<file path="config.mk">
export PLATFORM = sky130hd
export DESIGN_NAME = stepper_motion_sequencer
export DESIGN_NICKNAME = d
export VERILOG_FILES = /design/src/rtl/sms_pkg.sv /design/src/rtl/stepper_motion_sequencer.sv
export SDC_FILE = /design/constraint.sdc
export NUM_CORES = 1
export LEC_CHECK = 0
export BUFFER_PORTS_ARGS = -buffer_cell sky130_fd_sc_hd__clkbuf_2
export CAP_MARGIN = 10
export CORE_UTILIZATION = 30
export CTS_CLUSTER_DIAMETER = 40
export CTS_CLUSTER_SIZE = 28
export DETAILED_ROUTE_END_ITERATION = 10
export MAX_ROUTING_LAYER = met4
export PLACE_DENSITY_LB_ADDON = 0.1
export SETUP_SLACK_MARGIN = 0.1
export SYNTH_ARGS = -nofsm -noshare
export SYNTH_HDL_FRONTEND = slang
export SYNTH_SLANG_ARGS = --single-unit
</file>
<file path="constraint.sdc">
create_clock -name clock -period 5.1 [get_ports clock]
set_input_delay 0.765 -clock clock [delete_from_list [all_inputs] [get_ports clock]]
set_output_delay 0.765 -clock clock [all_outputs]
set_load 0.1 [all_outputs]
</file>
<file path="src/rtl/sms_pkg.sv">
// Package with the word types, codes and timing constants of the stepper motion sequencer.
package sms_pkg;

   localparam int POSITION_WIDTH = 32;
   localparam int DELAY_WIDTH = 16;
   localparam int CSR_INDEX_WIDTH = 2;
   localparam int CSR_DATA_WIDTH = 32;

   localparam logic signed [31:0] SOFT_MIN_RESET = 32'sh8000_0000;
   localparam logic signed [31:0] SOFT_MAX_RESET = 32'sh7FFF_FFFF;
   localparam logic [DELAY_WIDTH-1:0] INTERVAL_RESET = 16'd1000;

   localparam logic [31:0] SEEK_TIMEOUT_MS = 32'd30000;
   localparam logic [31:0] BACKOFF_TIMEOUT_MS = 32'd1000;
   localparam logic [DELAY_WIDTH-1:0] SETTLE_US = 16'd10000;
   localparam logic [DELAY_WIDTH-1:0] STOP_US = 16'd5000;
   localparam logic [DELAY_WIDTH-1:0] RELEASE_US = 16'd100;
   localparam logic [DELAY_WIDTH-1:0] QUICK_US = 16'd10;

   typedef enum logic [2:0] {
      ACT_TICK = 3'd0,
      ACT_GOTO = 3'd1,
      ACT_MOVE = 3'd2,
      ACT_CONT = 3'd3,
      ACT_HOME = 3'd4,
      ACT_STOP = 3'd5
   } action_type;

   typedef enum logic [2:0] {
      MODE_OFF  = 3'd0,
      MODE_POS  = 3'd1,
      MODE_INC  = 3'd2,
      MODE_CONT = 3'd3,
      MODE_HOME = 3'd4
   } mode_type;

   typedef enum logic [CSR_INDEX_WIDTH-1:0] {
      CSR_SOFT_MIN      = 2'd0,
      CSR_SOFT_MAX      = 2'd1,
      CSR_STEP_INTERVAL = 2'd2
   } csr_index_type;

   typedef struct packed {
      logic [2:0]         action;
      logic signed [31:0] target;
      logic               run_direction;
      logic               hard_limit;
      logic [31:0]        now_ms;
   } req_word_type;

   typedef struct packed {
      logic                   step_pulse;
      logic                   step_direction;
      logic                   coils_on;
      logic                   timer_armed;
      logic [DELAY_WIDTH-1:0] next_delay_us;
      logic signed [31:0]     position;
      logic                   homed;
      logic                   busy_res;
   } rsp_word_type;

endpackage

</file>
<file path="src/rtl/stepper_motion_sequencer.sv">
// Stepper motion sequencer top level: command and tick handling for one stepper axis.

// Every request word (a command or a timer tick) yields exactly one response word that
// reports the axis after that word. A request word is held in an input register and
// processed once the response register is free or being read; then the axis state and
// the response register are updated together. One word per cycle is sustained while
// rsp_ready stays high; the rate is set by the state update that each word performs
// before the next one may use it. The output register lets a new word be taken
// while a response still waits. Register writes are always accepted (csr_ready is high)
// and take effect at once; they are meant to be issued only while no word is in flight.
// POSITION_WIDTH (16 to 32) sets the width of the position and goal counters, which wrap.
module stepper_motion_sequencer #(
   parameter int POSITION_WIDTH = sms_pkg::POSITION_WIDTH
) (
   input  logic                                  clock,
   input  logic                                  reset,
   input  logic                                  req_valid,
   output logic                                  req_ready,
   input  sms_pkg::req_word_type                 req_data,
   output logic                                  rsp_valid,
   input  logic                                  rsp_ready,
   output sms_pkg::rsp_word_type                 rsp_data,
   input  logic                                  csr_valid,
   output logic                                  csr_ready,
   input  logic [sms_pkg::CSR_INDEX_WIDTH-1:0]   csr_index,
   input  logic [sms_pkg::CSR_DATA_WIDTH-1:0]    csr_wdata
);

   localparam int PW = POSITION_WIDTH;
   localparam int DW = sms_pkg::DELAY_WIDTH;

   logic                  in_vld_ff;
   sms_pkg::req_word_type in_ff;
   logic                  rsp_vld_ff;
   sms_pkg::rsp_word_type rsp_ff;
   sms_pkg::rsp_word_type rsp_in;
   logic                  req_take;
   logic                  load_rsp;

   logic signed [31:0] soft_min_ff;
   logic signed [31:0] soft_max_ff;
   logic [DW-1:0]      interval_ff;

   logic signed [PW-1:0] pos_ff, pos_in;
   logic signed [PW-1:0] goal_ff, goal_in;
   logic [31:0]          steps_left_ff, steps_left_in;
   logic                 dir_ff, dir_in;
   sms_pkg::mode_type    mode_ff, mode_in;
   logic                 phase_ff, phase_in;
   logic                 homed_ff, homed_in;
   logic                 running_ff, running_in;
   logic [31:0]          phase_start_ff, phase_start_in;
   logic                 coil_ff, coil_in;
   logic                 armed_ff, armed_in;
   logic [DW-1:0]        delay_ff, delay_in;
   logic                 step_c;

   logic signed [31:0]   pos_ext;
   logic signed [PW-1:0] pos_up;
   logic signed [PW-1:0] pos_dn;
   logic signed [PW-1:0] target_wrap;
   logic                 blocked;
   logic [31:0]          elapsed;
   logic [DW:0]          interval_dbl;
   logic [DW-1:0]        backoff_delay;
   logic [31:0]          target_abs;
   logic signed [PW-1:0] pos_toward_goal;
   logic                 goto_reject;

   assign req_take  = req_valid && req_ready;
   assign load_rsp  = in_vld_ff && (!rsp_vld_ff || rsp_ready);
   assign req_ready = !in_vld_ff || load_rsp;
   assign rsp_valid = rsp_vld_ff;
   assign rsp_data  = rsp_ff;
   assign csr_ready = 1'b1;

   always_ff @(posedge clock) begin
      if (reset) begin
         in_vld_ff <= 1'b0;
      end else if (req_take) begin
         in_vld_ff <= 1'b1;
      end else if (load_rsp) begin
         in_vld_ff <= 1'b0;
      end
   end

   always_ff @(posedge clock) begin
      if (req_take) begin
         in_ff <= req_data;
      end
   end

   always_ff @(posedge clock) begin
      if (reset) begin
         rsp_vld_ff <= 1'b0;
      end else if (load_rsp) begin
         rsp_vld_ff <= 1'b1;
      end else if (rsp_ready) begin
         rsp_vld_ff <= 1'b0;
      end
   end

   always_ff @(posedge clock) begin
      if (load_rsp) begin
         rsp_ff <= rsp_in;
      end
   end

   always_ff @(posedge clock) begin
      if (reset) begin
         soft_min_ff <= sms_pkg::SOFT_MIN_RESET;
         soft_max_ff <= sms_pkg::SOFT_MAX_RESET;
         interval_ff <= sms_pkg::INTERVAL_RESET;
      end else if (csr_valid && csr_ready) begin
         case (sms_pkg::csr_index_type'(csr_index))
            sms_pkg::CSR_SOFT_MIN: begin
               soft_min_ff <= signed'(csr_wdata);
            end
            sms_pkg::CSR_SOFT_MAX: begin
               soft_max_ff <= signed'(csr_wdata);
            end
            sms_pkg::CSR_STEP_INTERVAL: begin
               interval_ff <= csr_wdata[DW-1:0];
            end
            default: begin
            end
         endcase
      end
   end

   assign pos_ext         = 32'(pos_ff);
   assign pos_up          = pos_ff + PW'(1);
   assign pos_dn          = pos_ff - PW'(1);
   assign target_wrap     = signed'(in_ff.target[PW-1:0]);
   assign blocked         = (!dir_ff && (in_ff.hard_limit || (pos_ext <= soft_min_ff))) ||
                            (dir_ff && (pos_ext >= soft_max_ff));
   assign elapsed         = in_ff.now_ms - phase_start_ff;
   assign interval_dbl    = {interval_ff, 1'b0};
   assign backoff_delay   = interval_dbl[DW] ? '1 : interval_dbl[DW-1:0];
   assign target_abs      = in_ff.target[31] ? (~in_ff.target + 32'd1) : in_ff.target;
   assign pos_toward_goal = (goal_ff > pos_ff) ? pos_up : pos_dn;
   assign goto_reject     = (in_ff.target > soft_max_ff) || (in_ff.target < soft_min_ff) ||
                            (in_ff.target == pos_ext);

   always_comb begin
      pos_in         = pos_ff;
      goal_in        = goal_ff;
      steps_left_in  = steps_left_ff;
      dir_in         = dir_ff;
      mode_in        = mode_ff;
      phase_in       = phase_ff;
      homed_in       = homed_ff;
      running_in     = running_ff;
      phase_start_in = phase_start_ff;
      coil_in        = coil_ff;
      armed_in       = armed_ff;
      delay_in       = delay_ff;
      step_c         = 1'b0;
      case (sms_pkg::action_type'(in_ff.action))
         sms_pkg::ACT_TICK: begin
            case (mode_ff)
               sms_pkg::MODE_HOME: begin
                  if (!phase_ff) begin
                     if (in_ff.hard_limit) begin
                        dir_in         = !dir_ff;
                        phase_start_in = in_ff.now_ms;
                        phase_in       = 1'b1;
                        armed_in       = 1'b1;
                        delay_in       = sms_pkg::RELEASE_US;
                     end else if (elapsed >= sms_pkg::SEEK_TIMEOUT_MS) begin
                        mode_in    = sms_pkg::MODE_OFF;
                        running_in = 1'b1;
                        armed_in   = 1'b1;
                        delay_in   = sms_pkg::STOP_US;
                     end else begin
                        pos_in   = dir_ff ? pos_up : pos_dn;
                        step_c   = 1'b1;
                        armed_in = 1'b1;
                        delay_in = interval_ff;
                     end
                  end else begin
                     if (!in_ff.hard_limit) begin
                        homed_in = 1'b1;
                        pos_in   = '0;
                        phase_in = 1'b0;
                        mode_in  = sms_pkg::MODE_OFF;
                        armed_in = 1'b1;
                        delay_in = sms_pkg::SETTLE_US;
                     end else if (elapsed >= sms_pkg::BACKOFF_TIMEOUT_MS) begin
                        mode_in  = sms_pkg::MODE_OFF;
                        armed_in = 1'b1;
                        delay_in = sms_pkg::SETTLE_US;
                     end else begin
                        pos_in   = dir_ff ? pos_up : pos_dn;
                        step_c   = 1'b1;
                        armed_in = 1'b1;
                        delay_in = backoff_delay;
                     end
                  end
               end
               sms_pkg::MODE_INC: begin
                  mode_in  = sms_pkg::MODE_OFF;
                  armed_in = 1'b1;
                  delay_in = sms_pkg::QUICK_US;
                  if (homed_ff && blocked) begin
                     delay_in = sms_pkg::SETTLE_US;
                  end else if (homed_ff && (steps_left_ff != '0)) begin
                     pos_in        = dir_ff ? pos_up : pos_dn;
                     step_c        = 1'b1;
                     steps_left_in = steps_left_ff - 32'd1;
                     if (steps_left_ff == 32'd1) begin
                        delay_in = sms_pkg::SETTLE_US;
                     end else begin
                        mode_in  = sms_pkg::MODE_INC;
                        delay_in = interval_ff;
                     end
                  end
               end
               sms_pkg::MODE_CONT: begin
                  armed_in = 1'b1;
                  if (!homed_ff) begin
                     mode_in  = sms_pkg::MODE_OFF;
                     delay_in = sms_pkg::QUICK_US;
                  end else if (blocked) begin
                     mode_in  = sms_pkg::MODE_OFF;
                     delay_in = sms_pkg::SETTLE_US;
                  end else begin
                     pos_in   = dir_ff ? pos_up : pos_dn;
                     step_c   = 1'b1;
                     delay_in = interval_ff;
                  end
               end
               sms_pkg::MODE_POS: begin
                  armed_in = 1'b1;
                  mode_in  = sms_pkg::MODE_OFF;
                  delay_in = sms_pkg::SETTLE_US;
                  if (!homed_ff) begin
                     delay_in = sms_pkg::QUICK_US;
                  end else if (!blocked && (goal_ff != pos_ff)) begin
                     dir_in = goal_ff > pos_ff;
                     pos_in = pos_toward_goal;
                     step_c = 1'b1;
                     if (goal_ff != pos_toward_goal) begin
                        mode_in  = sms_pkg::MODE_POS;
                        delay_in = interval_ff;
                     end
                  end
               end
               sms_pkg::MODE_OFF: begin
                  coil_in    = 1'b0;
                  armed_in   = 1'b0;
                  running_in = 1'b0;
               end
               default: begin
               end
            endcase
         end
         sms_pkg::ACT_GOTO: begin
            if (!goto_reject) begin
               mode_in    = sms_pkg::MODE_POS;
               goal_in    = target_wrap;
               dir_in     = target_wrap > pos_ff;
               coil_in    = 1'b1;
               running_in = 1'b1;
               armed_in   = 1'b1;
               delay_in   = running_ff ? interval_ff : sms_pkg::SETTLE_US;
            end
         end
         sms_pkg::ACT_MOVE: begin
            if (in_ff.target != '0) begin
               dir_in        = !in_ff.target[31];
               steps_left_in = target_abs;
               coil_in       = 1'b1;
               mode_in       = sms_pkg::MODE_INC;
               armed_in      = 1'b1;
               delay_in      = running_ff ? interval_ff : sms_pkg::SETTLE_US;
               running_in    = 1'b1;
            end
         end
         sms_pkg::ACT_CONT: begin
            dir_in     = in_ff.run_direction;
            mode_in    = sms_pkg::MODE_CONT;
            running_in = 1'b1;
            coil_in    = 1'b1;
            armed_in   = 1'b1;
            delay_in   = sms_pkg::SETTLE_US;
         end
         sms_pkg::ACT_HOME: begin
            coil_in        = 1'b1;
            mode_in        = sms_pkg::MODE_HOME;
            phase_in       = 1'b0;
            running_in     = 1'b1;
            homed_in       = 1'b0;
            dir_in         = 1'b0;
            phase_start_in = in_ff.now_ms;
            armed_in       = 1'b1;
            delay_in       = sms_pkg::SETTLE_US;
         end
         sms_pkg::ACT_STOP: begin
            mode_in    = sms_pkg::MODE_OFF;
            running_in = 1'b1;
            armed_in   = 1'b1;
            delay_in   = sms_pkg::STOP_US;
         end
         default: begin
         end
      endcase
   end

   always_comb begin
      rsp_in.step_pulse     = step_c;
      rsp_in.step_direction = dir_in;
      rsp_in.coils_on       = coil_in;
      rsp_in.timer_armed    = armed_in;
      rsp_in.next_delay_us  = armed_in ? delay_in : '0;
      rsp_in.position       = 32'(pos_in);
      rsp_in.homed          = homed_in;
      rsp_in.busy_res       = running_in;
   end

   always_ff @(posedge clock) begin
      if (reset) begin
         pos_ff         <= '0;
         goal_ff        <= '0;
         steps_left_ff  <= '0;
         dir_ff         <= 1'b0;
         mode_ff        <= sms_pkg::MODE_OFF;
         phase_ff       <= 1'b0;
         homed_ff       <= 1'b0;
         running_ff     <= 1'b0;
         phase_start_ff <= '0;
         coil_ff        <= 1'b0;
         armed_ff       <= 1'b0;
         delay_ff       <= '0;
      end else if (load_rsp) begin
         pos_ff         <= pos_in;
         goal_ff        <= goal_in;
         steps_left_ff  <= steps_left_in;
         dir_ff         <= dir_in;
         mode_ff        <= mode_in;
         phase_ff       <= phase_in;
         homed_ff       <= homed_in;
         running_ff     <= running_in;
         phase_start_ff <= phase_start_in;
         coil_ff        <= coil_in;
         armed_ff       <= armed_in;
         delay_ff       <= delay_in;
      end
   end

   a_step_moves_one: assert property (@(posedge clock) disable iff (reset)
      (load_rsp && step_c) |=>
         (dir_ff ? (pos_ff == $past(pos_ff) + PW'(1)) : (pos_ff == $past(pos_ff) - PW'(1))))
      else $error("A step did not move the position by one toward the direction.");

   a_position_holds: assert property (@(posedge clock) disable iff (reset)
      !(load_rsp && step_c) |=> ($stable(pos_ff) || $rose(homed_ff)))
      else $error("The position changed without a step or a homing completion.");

   a_homed_at_zero: assert property (@(posedge clock) disable iff (reset)
      $rose(homed_ff) |-> (pos_ff == '0))
      else $error("Homing completed with a nonzero position.");

   a_step_energized: assert property (@(posedge clock) disable iff (reset)
      (rsp_vld_ff && rsp_ff.step_pulse) |->
         (rsp_ff.coils_on && rsp_ff.busy_res && rsp_ff.timer_armed))
      else $error("A step was reported with coils off, axis idle or timer disarmed.");

   a_delay_when_disarmed: assert property (@(posedge clock) disable iff (reset)
      (rsp_vld_ff && !rsp_ff.timer_armed) |-> (rsp_ff.next_delay_us == '0))
      else $error("A delay was reported while the timer is disarmed.");

endmodule

</file>
## Word level (Yosys, flattened, before mapping)

Index checks and enable logic that the tools add are counted.

- Input bits: 108
- Flip-flop bits (word level): 358
- Output and inout port bits: 57

- Mux-type cells: 107
- Bitwise logic cells: 2
- Add/subtract/negate cells: 5
- Reduce and logical (&&, ||, !) cells: 39
- Equality and inequality tests: 28
- $lt $le $gt $ge: 8

Operators with widths:

| cell | number |
|---|---|
| 32-bit two-way mux | 22 |
| 16-bit two-way mux | 17 |
| 32-bit one-hot mux with 2 select lines | 2 |
| 32-bit one-hot mux with 4 select lines | 1 |
| 32-bit > comparator | 3 |
| 16-bit one-hot mux with 5 select lines | 1 |
| 32-bit inequality test | 2 |
| 16-bit one-hot mux with 4 select lines | 1 |
| 32-bit nonzero test | 2 |
| 1-bit two-way mux | 39 |
| 32-bit by 1-bit adder with 32-bit output, second input constant | 1 |
| 32-bit by 2-bit adder with 32-bit output, second input constant | 1 |
| 32-bit by 1-bit == test with 1-bit output, second input constant | 1 |
| 32-bit == test | 1 |
| 32-bit by 10-bit >= comparator with 1-bit output, second input constant | 1 |
| 32-bit by 15-bit >= comparator with 1-bit output, second input constant | 1 |
| 32-bit >= comparator | 1 |
| 32-bit less-or-equal comparator | 1 |
| 32-bit < comparator | 1 |
| 32-bit inverter | 1 |
| 32-bit by 1-bit subtractor with 32-bit output, second input constant | 1 |
| 32-bit by 2-bit subtractor with 32-bit output, second input constant | 1 |
| 32-bit subtractor | 1 |
| 3-bit two-way mux | 9 |
| other kinds (31) | 77 |

## Logic depth before layout (Yosys ltp)

Gate-level depths: netlist of run 1.

- Depth after elaboration: 10
- Gate-level depth with buffers: 20
- Depth with buffers taken out: 17

## Worst setup path after synthesis of run 1

No wires, ideal clock.

- Kind: register to register
- Start: register pos_ff[28] (netlist: pos_ext[28])
- End: register delay_ff[11]
- Arrival time: 4470 ps
- Stages on the path, launching flop included: 18
- Required time: 4985 ps
- Setup time: 115 ps
- Path buffers: 2
- Clock period less this slack: 4585 ps
- Path slack: 515 ps
- Cell sequence: dfxtp_1 -> clkbuf_1 -> inv_1 -> ha_1 -> nand4_1 -> or4_1 -> or4_1 -> buf_2 -> nand2_1 -> nor3_1 -> o31a_1 -> a2111oi_1 -> nand4_1 -> nor4b_1 -> nand4_1 -> and2_4 -> or4_4 -> o21a_1

- Longest elaborated chain between the ends: 10

RTL lines:

| element | line | text |
|---|---|---|
| start, declared | stepper_motion_sequencer.sv:44 | `logic signed [PW-1:0] pos_ff, pos_in;` |
| start signal, assigned | stepper_motion_sequencer.sv:336 | `pos_ff <= pos_in;` |
| branches (longest 9 deep; another with 32-bit by 2-bit subtractor with 32-bit output) | n/a |  |
| 16-bit one-hot mux with 5 select lines (*) | stepper_motion_sequencer.sv:159 | `case (sms_pkg::action_type'(in_ff.action))` |
| end signal, assigned | stepper_motion_sequencer.sv:347 | `delay_ff <= delay_in;` |
| end, declared | stepper_motion_sequencer.sv:55 | `logic [DW-1:0] delay_ff, delay_in;` |

Every way passes the cells marked *.
A chain may end at the register's enable or synchronous reset.

## Worst setup path after layout of run 1

- Start: register pos_ff[24] (netlist: pos_ext[24])
- End: register delay_ff[11]

The elaborated chain is that of the path after synthesis.

==> out/qor.yml, run 1 <==
utilization: 0.383
required_ns: 5.63
htreeDepth: 3
die_w_um: 297
avgSynthCellArea_um2: 7.85
startpoint_type: "flop"
worstSkewPairLatency_ns: 0.65
status: "finished clean"
tns_ns: 0
placed_cells: 4722
p_leak_uw: 0.0131
cts_tree: "built"
fin_skew_ns: 0.0301
syn-instance-count: 3331
cts_setup_buffers: 0
synth_ff_type: "dfxtp_1"
synth_top_cell_by_area: "dfxtp_1"
vdd_drop_max_v: 0.000208
dr.pass1.iters: 5
synth_seq_cells: 358
final_common_cell: "nand2_1"
tightest_slew_ns: 1.07
power_density_nw_per_um2: 319
drive_gt1_frac: 0.176
area_growth_pct: 25.5
max_freq_mhz: 207
cts.sinks: 358
globalRouteOverflowTotal: 0
drt_iter0_drc: 2450
synth_top_area_share: 0.180
routabilityCongestion: 0.998
maxCapViolCount: 0
wire_per_inst_um: 22.5
hold_violations: 0
wl_met2_um: 49200
synth_area_um2: 26200
hold_ws_ns: 0.295
wl_um: 110000
first_global_vias: 25507
antenna_found_initial: 1
cp_max_fo: 7
synth_fp_nets: 3667
clk_pin_slew_ns: 0.05
period_minus_slack_ns: 4.83
hold_class: "in -> reg"
relSlewSlack: 0.283
highest_layer: "met4"
worstSetupEndpointType: "flop"
vias: 26528
dr_wl_met3_um: 5940
die_h_um: 297
core_region_area_um2: 85800
grt_start_max_net_pins: 73
synth_edf_count: 123
track_usage: 0.251
finalMaxSlewViolations: 0
power_uw: 10500
cts_hold_buf: 0
layout_common_cells: "nand2_1 (516), a21oi_1 (304), nor2_1 (271)"
clk_path_buf_depth: 3
dp_hpwl_um: 85500
ios: 165
rows: 107
finalCritPeriodShare: 0.947
dieArea_um2: 88400
yosysSeqAreaShare: 0.321
setup_viol: 0
ys_warn_count: 0
critPathArrivalTime_ns: 5.36
cts_buffers: 86
critical_path_class: "reg -> reg"
drt-met1-wl_um: 52500
root_buffer: "clkbuf_16"
start_util: 0.305
async_flop_share: 0
port_buffers: 163
rsz0062_at_grt: "true"
grt_pass1_wl_um: 165000
ant_nets: 0
synth.distinct_cells: 95
final_nets: 4002
ys_top_cells_by_area: "dfxtp_1 (18%), edfxtp_1 (14%), ha_1 (11%)"
via_per_inst: 5.43
drc: 0
instances_no_fill: 4885
[power by group]
group	leakage [uW]	internal, uW	total, uW	switching (uW)
sequential	0.00309	3060	3170	106
clock	0.00142	3540	5500	1960
combinational	0.00862	633	1790	1150
total	0.0131	7240	10500	3220
[cell usage after synthesis (13+ instances only)]
library cell	count
o41ai_1	14
edfxtp_1	123
mux2i_1	34
a31oi_1	38
nand3_1	82
nor4_1	40
o21a_1	26
and3_1	23
o22ai_1	25
or4_1	18
a22o_1	13
inv_1	160
buf_2	25
a211oi_1	45
and2_1	18
o31ai_1	31
nand2b_1	18
a311oi_1	14
nand4_1	55
clkbuf_1	147
o211ai_1	22
a211o_1	13
nor2_1	274
o21ai_0	230
xnor2_1	98
or3_1	34
dfxtp_1	235
xor2_1	35
ha_1	227
a22oi_1	31
nor2b_1	13
a21oi_1	307
a21o_1	27
nand2_1	516
nor3_1	98
[flip-flops by register name, summed over array words and instances (netlist names)]
name and cells:
soft_min_ff 32, coil_ff 1, phase_start_ff 32, pos_ext 32, interval_ff 16, running_ff 1
rsp_valid 1, goal_ff 32, mode_ff 3, homed_ff 1, rsp_data 54, armed_ff 1
in_vld_ff 1, phase_ff 1, delay_ff 16, dir_ff 1, in_ff 37, steps_left_ff 32
soft_max_ff 32, target_wrap 32
[area by class of cell]
type | instances | area (um2)
antenna | 1 | 2.50
sequential | 358 | 8400
clock buffer | 95 | 2260
tap | 1144 | 1430
timing repair buffer | 431 | 2910
fill | 9007 | 53000
multi-input combinational | 2625 | 16600
inverter | 164 | 617
clock inverter | 67 | 654
[cell families (layout without fill, tap and decap cells)]
| family | count (synthesis) | in the layout | share of synthesized area |
|---|---|---|---|
| and+or+nand+nor | 1253 | 1253 | 0.221 |
| AOI/OAI and AO/OA | 972 | 972 | 0.236 |
| DFF | 358 | 358 | 0.321 |
| buffers and inverters | 348 | 757 | 0.0523 |
| adders and majority gates | 228 | 228 | 0.109 |
| xor gates and xnor gates | 133 | 133 | 0.0445 |
| muxes | 38 | 38 | 0.0147 |
| other | 1 | 2 | 0.000143 |
[per-stage QoR]
step | cell area, um2 | setup slack [ns]
2_1_floorplan | 26200 | 0.515
3_3_place_gp | 29800 | -0.140
5_1_grt | 32800 | 0.0654
4_1_cts | 32700 | 0.0878
3_5_place_dp | 29800 | -0.104
6_report | 32800 | 0.268
[path summary, 6_finish.rpt]
path                      startpoint                 end  slack [ns]  cells past startpoint
hold reg to reg   phase_start_ff[17]  phase_start_ff[17]        0.45                      2
hold / removal           req_data[3]            in_ff[3]        0.29                      1
setup reg to reg         pos_ext[24]        delay_ff[11]        0.27                     18
setup / recovery         pos_ext[24]        delay_ff[11]        0.27                     18
[repair_timing]
| item | in CTS | in global routing |
|---|---|---|
| pin swaps | 1 | 3 |
| endpoints found under the hold margin | 0 | 0 |
| cloned | 0 | 0 |
| gates resized for setup | 3 | 27 |
| endpoints found under the setup margin | 3 | 88 |
[routing by layer]
layer	global-route usage	vias up
met3	0.0289	143
li1	-	12910
met1	0.347	12670
met4	0.0675	0
met5	-	-
met2	0.385	805
[critical path, stage by stage (launching register included)]
cell and delay, ns:
dfxtp_1 0.33, inv_1 0.09, ha_1 0.28, nand4_1 0.18, or4_1 0.59, or4_4 0.57
nand2_1 0.12, nor3_1 0.07, o31a_1 0.31, nor4_1 0.33, buf_4 0.17, nand4_1 0.07
buf_4 0.15, nor4b_1 0.25, nand4_1 0.13, buf_4 0.17, and2_4 0.19, or4_4 0.52
o21a_1 0.18
No activity file was read; power rests on OpenSTA's default activity.
==> inputs of run 2 (changes only) <==
- REMOVE_ABC_BUFFERS: unset -> 1
- clock period: 5.1 -> 5.9 ns (I/O delays scaled with it)
==> out/qor.yml, run 2 (synthesis gave the netlist of run 1 again) <==
maxCapViolCount: 0  # unchanged
finalCritPeriodShare: 0.908  # -0.0391
tightest_slew_ns: 1.12  # +0.0502 ns
drt_iter0_drc: 2596  # +6.0%
root_buffer: "clkbuf_16"
cp-startpoint: "pos_ext[17]"
tns_ns: 0  # unchanged
nFillCells: 8978  # -0.32%
crit_chain: "inv_1 -> ha_1 -> nand4_1 -> or4_1 -> or4_1 -> nand2_1 -> nor3_1 -> o31a_1 -> nor4_1 -> nand4_1 -> nor4b_1 -> nand4_1 -> buf_4 -> and2_4 -> buf_4 -> o31ai_1 -> a211oi_1"
start_util: 0.305  # unchanged
hold_class: "in -> reg"
port_buffers: 163  # unchanged
max_freq_mhz: 187  # -9.8%
cts_tree: "built"
grt_start_max_net_pins: 67  # -8.2%
first_global_vias: 25355  # -0.60%
cp_max_fo: 13  # +6
wl_um: 117000  # +6.4%
endpoint: "rsp_data[39]"
setup_viol: 0  # unchanged
final_nets: 3890  # -2.8%
rows: 107  # unchanged
dr.pass1.iters: 9  # +4
globalRouteOverflowTotal: 0  # unchanged
worstSkewPairLatency_ns: 0.63  # -0.02 ns
vdd_drop_max_v: 0.000291  # +40%
power_uw: 9050  # -13%
largest_reg_flops: 54  # unchanged
r2r-end: "rsp_data[39]"
cp_common_cell: "nand4_1"
timing.rr.start: "pos_ext[17]"
regArea_um2: 8400  # unchanged
p_leak_uw: 0.0126  # -4.3%
required_ns: 6.26  # +0.63 ns
worstSetupEndpointType: "flop"
final_common_cell: "nand2_1"
detailedPlace.worstSlack_ns: 0.627  # +0.731 ns
antenna_found_initial: 12  # +11
core_region_area_um2: 85800  # unchanged
multi_input_area_um2: 16500  # -0.55%
area_growth_pct: 21.9
hold_violations: 0  # unchanged
cts.sinks: 358  # unchanged
finalMaxSlewViolations: 0  # unchanged
slowest_stage: "or4_1"
wire_per_inst_um: 24.5  # +8.8%
r2r_setup_slack_ns: 0.54  # +0.27 ns
cts_resized: 0  # -3
vias: 26759  # +0.87%
clk_pin_slew_ns: 0.05  # about the same
ant_nets: 0  # unchanged
grt_pass1_wl_um: 171000  # +3.9%
worst-r2r-cell-count: 17  # -1
dieArea_um2: 88400  # unchanged
critical_path_class: "reg -> reg"
fin_skew_ns: 0.0238  # -0.00636 ns
via_per_inst: 5.60  # +3.2%
die_w_um: 297  # unchanged
htreeDepth: 3  # unchanged
drc: 0  # unchanged
critPathArrivalTime_ns: 5.72  # +0.36 ns
dp_hpwl_um: 89100  # +4.2%
cts_hold_buf: 0  # unchanged
die_h_um: 297  # unchanged
relSlewSlack: 0.250  # -0.0331
period_minus_slack_ns: 5.36  # +0.527 ns
cts_setup_buffers: 0  # unchanged
ios: 165  # unchanged
clk_path_buf_depth: 3  # unchanged
status: "finished clean"
drive_gt1_frac: 0.145  # -0.0313
fin_ws_ns: 0.540  # +0.273 ns
slowest_delay_ns: 0.80  # +0.21 ns
cts_buffers: 82  # -4.7%
power_density_nw_per_um2: 284  # -11%
startpoint_type: "flop"
track_usage: 0.265  # +0.0146
routabilityCongestion: 1.01  # +0.92%
rsz0062_at_grt: "false"
layout_common_cells: "nand2_1 (516), a21oi_1 (305), nor2_1 (271)"
## run 2: worst min-delay path by stage
stage	endpoint	cells past startpoint	slack, ns	start
3_3_place_gp	soft_min_ff[9]	2	0.44	soft_min_ff[9]
3_5_place_dp	phase_start_ff[26]	2	0.45	phase_start_ff[26]
5_1_grt	in_ff[24]	1	0.40	req_data[24]
4_1_cts	in_ff[25]	1	0.39	req_data[25]
6_report	target_wrap[0]	1	0.43	req_data[34]
2_1_floorplan	coil_ff	2	0.43	coil_ff
## run 2: cell type report
class	instances	area share
antenna	10	0.000785
clock buffer	102	0.0729
clock inverter	51	0.0181
inverter	164	0.0194
multi-input combinational	2625	0.516
sequential	358	0.263
tap	1144	0.0449
timing repair buffer	323	0.0642
## run 2: worst max-delay path: cells and delay by family, from the launching register on
family	cells	cell delay [ns]
AO/OA/AOI/OAI	3	0.71
AND/OR/NAND/NOR	10	3.17
buffers and inverters	3	0.47
flip-flops	1	0.42
adder cells (fa/ha/maj)	1	0.31
## run 2: routing by layer
| metal | share of wire | GRT usage | vias up |
|---|---|---|---|
| met4 | 0.037 | 0.0956 | 0 |
| met2 | 0.46 | 0.421 | 989 |
| met1 | 0.44 | 0.339 | 12884 |
| li1 | - | - | 12683 |
| met5 | 0 | - | - |
| met3 | 0.062 | 0.0435 | 203 |
## run 2: power by group
group	leakage [uW]	switching (uW)	internal, uW	total (uW)
Combinational	0.00808	1040	494	1540
Clock	0.00140	1570	3200	4770
Sequential	0.00309	93.0	2650	2740
Total	0.0126	2700	6340	9050
## run 2: stage by stage
step | cells | util | hold WS [ns] | area (um2)
CTS | 4767 | 0.371 | 0.387 | 31900
floorplan | 3147 | - | 0.430 | 25400
global route | 4777 | 0.372 | 0.395 | 31900
global placement | 4614 | 0.337 | 0.442 | 29000
finish | 4777 | 0.372 | 0.427 | 31900
detailed placement | 4614 | 0.337 | 0.448 | 29000
==> inputs of run 3 (changes only) <==
==> constraint.sdc (replaced) <==
create_clock -name clock -period 5.9 [get_ports clock]
set_input_delay 1.18 -clock clock [delete_from_list [all_inputs] [get_ports clock]]
set_output_delay 1.18 -clock clock [all_outputs]
set_load 0.1 [all_outputs]
==> out/qor.yml, run 3 (synthesis gave the netlist of run 1 again) <==
drc: 0  # unchanged
r2r-end: "pos_ext[24]"
maxCapViolCount: 0  # unchanged
grt_pass1_wl_um: 172000  # +0.58%
multi_input_area_um2: 16500  # unchanged
critical_path_class: "reg -> reg"
tightest_slew_ns: 1.08  # -0.0382 ns
min_from: "phase_start_ff[24]"
final_common_cell: "nand2_1"
root_buffer: "clkbuf_16"
hold_class: "reg -> reg"
worstSkewPairLatency_ns: 0.65  # +0.02 ns
port_buffers: 163  # unchanged
start_util: 0.305  # unchanged
via_per_inst: 5.59  # -0.19%
tns_ns: 0  # unchanged
dp_hpwl_um: 89200  # +0.11%
power_uw: 9230  # +2.0%
clk_pin_slew_ns: 0.05  # about the same
relSlewSlack: 0.272  # +0.0216
layout_common_cells: "nand2_1 (516), a21oi_1 (305), nor2_1 (271)"
wl_um: 117000  # -0.15%
detailedPlace.worstSlack_ns: 0.586  # -0.0411 ns
htreeDepth: 3  # unchanged
cts_hold_buf: 0  # unchanged
setup_viol: 0  # unchanged
finalCritPeriodShare: 0.907  # -0.00127
timing.rr.start: "in_ff[0]"
fin_skew_ns: 0.0336  # +0.00985 ns
ant_nets: 0  # unchanged
die_h_um: 297  # unchanged
dieArea_um2: 88400  # unchanged
first_global_vias: 25547  # +0.76%
r2r_setup_slack_ns: 0.55  # about the same
drive_gt1_frac: 0.148  # +0.00275
die_w_um: 297  # unchanged
cts_buffers: 86  # +4.9%
globalRouteOverflowTotal: 0  # unchanged
antenna_found_initial: 13  # +1
drt_iter0_drc: 2305  # -11%
worst-r2r-cell-count: 17  # unchanged
fin_ws_ns: 0.548  # +0.00752 ns
ios: 165  # unchanged
worstSetupEndpointType: "flop"
rsz0062_at_grt: "false"
hold_violations: 0  # unchanged
vias: 26752  # -0.026%
period_minus_slack_ns: 5.35  # -0.00752 ns
hold_depth: 2  # +1
status: "finished clean"
startpoint_type: "flop"
area_growth_pct: 22.5
max_freq_mhz: 187  # +0.14%
largest_reg_flops: 54  # unchanged
wire_per_inst_um: 24.4  # -0.31%
cts_tree: "built"
nFillCells: 8921  # -0.63%
vdd_drop_max_v: 0.000214  # -27%
core_region_area_um2: 85800  # unchanged
cp_max_fo: 28  # +15
dr.pass1.iters: 5  # -4
cts_setup_buffers: 0  # unchanged
track_usage: 0.267  # +0.00111
p_leak_uw: 0.0126  # +0.43%
regArea_um2: 8400  # unchanged
routabilityCongestion: 1.01  # +0.21%
critPathArrivalTime_ns: 5.88  # +0.16 ns
finalMaxSlewViolations: 0  # unchanged
required_ns: 6.42  # +0.16 ns
holdPathEnd: "phase_start_ff[24]"
grt_start_max_net_pins: 67  # unchanged
rows: 107  # unchanged
final_nets: 3895  # +0.13%
utilization: 0.373  # +0.00163
power_density_nw_per_um2: 288  # +1.6%
cts_resized: 0  # unchanged
clk_path_buf_depth: 3  # unchanged
cts.sinks: 358  # unchanged
[run 3: critical path: stages (launching register included)]
cell	delay [ns]
edfxtp_1	0.38
inv_1	0.08
ha_1	0.17
inv_1	0.06
fa_1	0.38
a211oi_1	0.34
nor3_1	0.16
o21ai_0	0.37
xor2_1	0.19
o21ai_0	0.12
a311oi_1	0.56
or4b_2	0.78
o31a_1	0.21
o31ai_4	0.41
buf_12	0.25
a22oi_1	0.21
o21ai_0	0.23
a21o_1	0.30
[run 3: power by group]
group          leakage (uW)  internal, uW  switching [uW]
registers           0.00309          2650            93.3
clock network       0.00145          3320            1630
logic               0.00808           495            1040
[run 3: cell type report]
class,count,share of cell area
multi-input combinational,2625,0.514
clock buffer,101,0.0728
sequential,358,0.262
inverter,164,0.0193
tap,1144,0.0447
timing repair buffer,324,0.0642
clock inverter,58,0.0219
antenna,11,0.000859
[run 3: how the worst max path moves through the flow]
stage,startpoint,end,cells past startpoint
2_1_floorplan,in_ff[0],rsp_data[5],17
3_3_place_gp,in_ff[0],pos_ext[24],17
3_5_place_dp,in_ff[0],pos_ext[24],17
4_1_cts,in_ff[7],rsp_data[44],14
5_1_grt,in_ff[0],pos_ext[24],17
6_report,in_ff[0],pos_ext[24],17
[run 3: through the flow]
step	instances	hold WS, ns	area [um2]
finish	4785	0.451	32000
global route	4785	0.466	32000
CTS	4774	0.454	32000
detailed placement	4615	0.447	29000
global placement	4615	0.444	29000
floorplan	3147	0.430	25400
[run 3: per-layer routing]
metal | track usage | share of wire | vias up
li1 | - | - | 12697
met1 | 0.338 | 0.44 | 12851
met2 | 0.421 | 0.46 | 981
met3 | 0.0498 | 0.069 | 223
met4 | 0.0978 | 0.040 | 0
met5 | - | 0 | -
